## config.mk

```make
export PLATFORM = sky130hd
export DESIGN_NAME = chmc_ctrl
export DESIGN_NICKNAME = d
export VERILOG_FILES = /design/src/rtl/chmc_pkg.sv /design/src/rtl/chmc_ctrl.sv
export SDC_FILE = /design/constraint.sdc
export NUM_CORES = 1
export LEC_CHECK = 0
export BUFFER_PORTS_ARGS = -buffer_cell sky130_fd_sc_hd__buf_2
export CAP_MARGIN = 10
export CORE_AREA = 2 2 44 46
export CTS_CLUSTER_DIAMETER = 30
export DETAILED_ROUTE_END_ITERATION = 12
export DIE_AREA = 0 0 46 48
export GPL_TIMING_DRIVEN = 1
export HOLD_SLACK_MARGIN = 0.15
export PLACE_DENSITY = 0.78
export SYNTH_ARGS = -nofsm -noshare
export SYNTH_HDL_FRONTEND = slang
export SYNTH_SLANG_ARGS = --single-unit
export TNS_END_PERCENT = 1
```

## constraint.sdc

```tcl
create_clock -name clk -period 1.3 [get_ports clk]
set_input_delay 0.13 -clock clk [delete_from_list [all_inputs] [get_ports clk]]
set_output_delay 0.13 -clock clk [all_outputs]
set_load 0.02 [all_outputs]
```

## src/rtl/chmc_pkg.sv

```systemverilog
// Shared types and constants for the convex hull block.
// No dependencies.
`default_nettype none
package chmc_pkg;
	localparam int MAX_POINTS_DEF = 64;
	localparam int RESULT_LIMIT   = 64;
	localparam int XW             = 32;
	localparam int IDW            = 6;

	typedef enum logic [4:0] {
		ST_IDLE,
		ST_ADMIT,
		ST_INS_CMP,
		ST_HULL_INIT,
		ST_HULL_C,
		ST_HULL_CW,
		ST_HULL_CHK,
		ST_HULL_RA,
		ST_HULL_RO,
		ST_HULL_MUL,
		ST_HULL_CMP,
		ST_HULL_NEXT,
		ST_TRIM,
		ST_OUT_SEL,
		ST_OUT_RS,
		ST_OUT_RP,
		ST_OUT_EM,
		ST_OUT_EMPTY
	} state_t;

	typedef struct packed {
		logic load_in;
		logic set_ovf;
		logic ins_rd;
		logic ins_shift;
		logic ins_put;
		logic hull_init;
		logic rd_c;
		logic cap_c;
		logic rd_sa;
		logic rd_sb;
		logic cap_a;
		logic mul;
		logic pop;
		logic push;
		logic trim;
		logic out_init;
		logic out_rs;
		logic out_rp;
		logic emit;
		logic emit_empty;
		logic clear;
	} cmd_t;

	typedef struct packed {
		logic full;
		logic j_zero;
		logic last;
		logic ahead;
		logic can_pop;
		logic not_left;
		logic done;
		logic empty;
		logic out_last;
	} status_t;
endpackage
`default_nettype wire

```

## src/rtl/chmc_ctrl.sv

```systemverilog
// Controller state machine for the convex hull block.
// Depends on chmc_pkg; drives chmc_datapath through cmd_t.
`default_nettype none
module chmc_ctrl
	import chmc_pkg::*;
(
	input  wire logic    clk,
	input  wire logic    arst_n,
	input  wire logic    start,
	output logic         busy,
	input  wire status_t sts,
	output cmd_t         cmd
);
	state_t state_q, state_nxt, fin_st;

	always_ff @(posedge clk or negedge arst_n) begin
		if (!arst_n) begin
			state_q <= ST_IDLE;
		end else begin
			state_q <= state_nxt;
		end
	end

	assign fin_st = sts.last ? ST_HULL_INIT : ST_IDLE;

	always_comb begin
		state_nxt = state_q;
		case (state_q)
			ST_IDLE: begin
				if (start) state_nxt = ST_ADMIT;
			end
			ST_ADMIT: begin
				if (sts.full || sts.j_zero) state_nxt = fin_st;
				else state_nxt = ST_INS_CMP;
			end
			ST_INS_CMP: begin
				if (sts.ahead) state_nxt = ST_ADMIT;
				else state_nxt = fin_st;
			end
			ST_HULL_INIT: state_nxt = ST_HULL_C;
			ST_HULL_C:    state_nxt = ST_HULL_CW;
			ST_HULL_CW:   state_nxt = ST_HULL_CHK;
			ST_HULL_CHK: begin
				if (sts.can_pop) state_nxt = ST_HULL_RA;
				else state_nxt = ST_HULL_NEXT;
			end
			ST_HULL_RA:  state_nxt = ST_HULL_RO;
			ST_HULL_RO:  state_nxt = ST_HULL_MUL;
			ST_HULL_MUL: state_nxt = ST_HULL_CMP;
			ST_HULL_CMP: begin
				if (sts.not_left) state_nxt = ST_HULL_CHK;
				else state_nxt = ST_HULL_NEXT;
			end
			ST_HULL_NEXT: begin
				if (sts.done) state_nxt = ST_TRIM;
				else state_nxt = ST_HULL_C;
			end
			ST_TRIM: state_nxt = ST_OUT_SEL;
			ST_OUT_SEL: begin
				if (sts.empty) state_nxt = ST_OUT_EMPTY;
				else state_nxt = ST_OUT_RS;
			end
			ST_OUT_RS: state_nxt = ST_OUT_RP;
			ST_OUT_RP: state_nxt = ST_OUT_EM;
			ST_OUT_EM: begin
				if (sts.out_last) state_nxt = ST_IDLE;
				else state_nxt = ST_OUT_RS;
			end
			ST_OUT_EMPTY: state_nxt = ST_IDLE;
			default: state_nxt = ST_IDLE;
		endcase
	end

	always_comb begin
		cmd  = '0;
		busy = 1'b1;
		case (state_q)
			ST_IDLE: begin
				busy        = 1'b0;
				cmd.load_in = start;
			end
			ST_ADMIT: begin
				if (sts.full) cmd.set_ovf = 1'b1;
				else if (sts.j_zero) cmd.ins_put = 1'b1;
				else cmd.ins_rd = 1'b1;
			end
			ST_INS_CMP: begin
				if (sts.ahead) cmd.ins_shift = 1'b1;
				else cmd.ins_put = 1'b1;
			end
			ST_HULL_INIT: cmd.hull_init = 1'b1;
			ST_HULL_C:    cmd.rd_c = 1'b1;
			ST_HULL_CW:   cmd.cap_c = 1'b1;
			ST_HULL_CHK: begin
				if (sts.can_pop) cmd.rd_sa = 1'b1;
				else cmd.push = 1'b1;
			end
			ST_HULL_RA:  cmd.rd_sb = 1'b1;
			ST_HULL_RO:  cmd.cap_a = 1'b1;
			ST_HULL_MUL: cmd.mul = 1'b1;
			ST_HULL_CMP: begin
				if (sts.not_left) cmd.pop = 1'b1;
				else cmd.push = 1'b1;
			end
			ST_HULL_NEXT: ;
			ST_TRIM:      cmd.trim = 1'b1;
			ST_OUT_SEL:   cmd.out_init = 1'b1;
			ST_OUT_RS:    cmd.out_rs = 1'b1;
			ST_OUT_RP:    cmd.out_rp = 1'b1;
			ST_OUT_EM: begin
				cmd.emit  = 1'b1;
				cmd.clear = sts.out_last;
			end
			ST_OUT_EMPTY: begin
				cmd.emit_empty = 1'b1;
				cmd.clear      = 1'b1;
			end
			default: ;
		endcase
	end
endmodule
`default_nettype wire

```

Yosys cells after proc, flatten, opt, wreduce, memory -nomap -nowiden
Index checks and enable logic that the tools add are counted. W data, S select, Z words.

Equal/unequal tests: 18. Muxes and demuxes: 42. Reduce and logical (&&, ||, !) cells: 2.

Operators by type and width (count): $pmux W5 S17 (1); $eq A5 B4 Y1 const B (8); $mux W1 (28); $eq A5 B3 Y1 const B (4); $mux W4 (4); $eq A5 B2 Y1 const B (2); $eq A5 B5 Y1 const B (2); $mux W5 (2); $mux W2 (4); $pmux W1 S2 (3); $eq A5 B1 Y1 const B (1); $logic_not A5 Y1 (1); $ne A2 B2 Y1 const B (1); $logic_or A1 B1 Y1 (1).

Bits in registers: 5.

Logic depth before layout (Yosys ltp)
Depth in word-level cells: 3. Mapped depth: 5. Depth with buffers taken out: 4.

Worst setup path before layout
Ideal clock, no wire load.

Path type: register to register. From: reg state_q[4]. To: reg state_q[1]. Buffers on the path: 1. Cell stages (with the launch flop): 5. Setup slack: -363 ps. Library setup time: 66 ps. Data required time: 1234 ps. Data arrival time: 1597 ps. Period minus slack after synthesis: 1663 ps. Cells stage by stage: dfrtp_1 buf_2 or3_4 nor4_2 or3b_1.

Longest elaborated chain between the ends: 2. Elaborated cells between the ends (all ways): 19.

RTL lines: start, declared (RTL line chmc_ctrl.sv:14) `state_t state_q, state_nxt, fin_st;`; start signal, assigned (RTL line chmc_ctrl.sv:20) `state_q <= state_nxt;`; $eq A5 B5 Y1 (tied with other cells) (RTL line chmc_ctrl.sv:28) `case (state_q)`; $pmux W5 S17 / $ne A2 B2 Y1 (equally long branches).

Parallel ways exist; a longest one is shown, timed or not. A chain may end at the register's enable or synchronous reset.

==> results.md <==
- Main combinational cell family by area after synthesis: simple AND/OR/NAND/NOR gates
- Sequential area share after synthesis: 0.190
- Final hold slack: 0.191 ns
- Wire per inst: 18.7 µm
- Gr usage total: 0.282
- Final WS setup: -0.420 ns
- Area delta synth->final: 103%
- Ys Warns: 0
- CP required: 1.17 ns
- Clk_skew: 0.00395 ns
- Fillers: 105
- IO Port Bufs: 33
- Crit Path Max Fanout: 5
- CTS Buf Count: 3
- Multi-input combinational cell area: 626 µm²
- Synth cell count leaders: 18 x nor2_1, 8 x nor3_1, 7 x nand2_1, 7 x nand2b_1
- Top flop regs: state_q (5)
- I/O pin count: 34
- Biggest register: state_q
- Post-DP HPWL: 1850 µm
- Mapped cell area: 658 µm²
- Storage element area: 130 µm²
- Post-route total power: 0.00324 W
- Routability Congestion: 0.869
- Status: finished, violations left
- GRT overflow: 0
- Worst path max stage delay: 0.46 ns
- Main synth FF type: dfrtp_1
- Std cell rows: 15
- Yosys cell types: 35
- Peak VDD IR: 0.00135 V
- Top cells by area, synth: dfrtp_1 19%, nor2_1 10%, nand2b_1 6.7%, nor3_1 6.1%, a2111oi_4 4.2%
- Worst skew pair latency: 0.25 ns
- Number of synthesized flops with an enable pin: 0
- Post-synthesis register bit count: 5
- Diodes inserted: 0
- Final setup vio count: 26
- Area after DPL: 1010 µm²
- Largest net degree at the start of global routing: 14
- Finished Core Util: 0.793
- Die Wd: 46 µm
- Initial antenna violation count: 0
- Share of cells above drive strength 1: 0.677
- Initial Util: 0.390
- Total Wirelength: 3220 µm
- Die Y-Extent: 48 µm
- Clk sinks: 5
- CTS tree: done
- Crit path DAT: 1.59 ns
- Drt first pass iters: 4
- Slew margin rel.: 0.819
- Biggest area consumer among synthesized cells: dfrtp_1
- Crit. End Element: primary output
- Worst Path Class, Setup: reg2out
- Slowest stage cell on the critical path: or3_4
- Clock root cell: clkbuf_4
- Post-synth top area share: 0.190
- Mux cell area share after synthesis: 0
- Cell with the most instances after synthesis: nor2_1
- Share of synthesized flip-flops with an asynchronous set or reset: 1.00
- Vias in the first global route: 929
- CTS H-tree depth: 1
- Core area: 1690 µm²
- Leakage: 0.619 nW
- Measured slew at the worst slew-check pin: 0.268 ns
- Simple-gate portion of the synthesized area: 0.475
- Initial drt markers: 45
- Synth Area in Compound Gates: 0.234
- DR vias/cell: 5.95
- Period utilization: 1.32
- CP delay by family, top: simple AND/OR/NAND/NOR gates
- Post-Layout Cell Count: 172
- Longest Clk Path Bufs: 2
- Adder-Cell Fraction of Synth Area: 0
- First-pass GRT wire length: 4370 µm
- Max reg flops: 5
- Clock transition at path regs: 0.05 ns
- CP startpoint kind: flip-flop
- NumNets Final: 168
- MaxCap Viol Count: 0
- Synth Area per Inst: 7.08 µm²
- Die area: 2210 µm²
- Failing checks: negative setup slack
- Design area: 1340 µm²
- Post-route minimum period: 1.72 ns
- Power per cell area: 2420 nW/µm²
- Synthesized Nets: 105
- Mapped Cells: 93
- DRC Markers: 0
- Buf+Inv Stages, Crit Path: 1
- Slew Limit Fails: 0
- Critical Path, Cell by Cell: or3_4, nor3_2, buf_4
- Routed vias: 1024
- Placed cells: 158
- Routed Antenna Nets: 0
- Worst Hold Class: in2reg
- Synth Area in XOR/XNOR: 0
- Final Hold Viols: 0
- RSZ-0062 raised after global routing: true
- F_max: 582 MHz
-- final timing paths --
path | from | to | slack (ns) | depth (start not counted)
max | state_q[4] | cmd[19] | -0.42 | 3
min | sts[1] | state_q[4] | 0.19 | 3
max reg2reg | state_q[3] | state_q[1] | -0.33 | 6
min reg2reg | state_q[1] | state_q[4] | 0.76 | 3
max in group asynchronous | arst_n | state_q[3] | 0.92 | 2
min in group asynchronous | arst_n | state_q[4] | 0.23 | 2
-- per-layer routing --
layer | track usage | vias to the layer above | wire [µm]
met1 | 0.299 | 475 | 1130
li1 | - | 449 | -
met4 | 0.183 | 0 | 188
met3 | 0.0453 | 24 | 234
met2 | 0.514 | 76 | 1670
met5 | 0 | - | 0
-- timing repair --
item	4_1_cts	5_1_grt
hold endpoints to repair	5	0
setup buffers	6	3
hold buffers	1	0
pin swaps	8	6
resized for setup	47	20
setup endpoints to repair	26	26
-- cell usage in the layout (no fill, tap or decap), types with 3 or more instances in the layout --
cell type,instances
inv_1,5
nor2_1,10
buf_2,14
nand2_1,6
nor2_4,4
clkbuf_4,3
dfrtp_2,4
o21ai_0,4
nand2b_4,3
buf_6,14
nor2_2,4
buf_4,37
nor3_2,6
nand2b_1,5
a21oi_1,4
-- final cells by class --
class / instances / area share
repair buffers: 66 / 0.385
multi-input cells: 75 / 0.467
well taps: 17 / 0.0159
clock inverters: 1 / 0.00374
inverters: 5 / 0.0140
flip-flops and latches: 5 / 0.0972
clock buffers: 3 / 0.0168
-- worst reg2reg max path: stages (launching register included) --
cell and delay [ns]:
dfrtp_2 0.45, buf_6 0.15, buf_6 0.11, nand3b_1 0.14, buf_4 0.14, o22a_4 0.14
or3b_4 0.39
-- power breakdown --
part | internal, W | leakage (nW) | switching, W
logic | 0.00131 | 0.543 | 0.00139
clock network | 0.000112 | 0.0177 | 0.0000759
registers | 0.000238 | 0.0585 | 0.000116
-- cell families (layout without fill, tap and decap cells) --
logic type             Yosys count  count (layout)
AND/OR/NAND/NOR                 57              57
AO/OA/AOI/OAI                   18              18
flip-flops                       5               5
buffers and inverters           13              75
-- per-stage QoR --
step | TNS [ns] | setup WS (ns)
final | -6.23 | -0.420
after detailed placement | -1.25 | -0.206
after global routing | -7.22 | -0.397
after global placement | -0.882 | -0.143
after CTS | -4.81 | -0.275
after floorplan | -1.93 | -0.227
No activity file was read; power rests on OpenSTA's default activity.
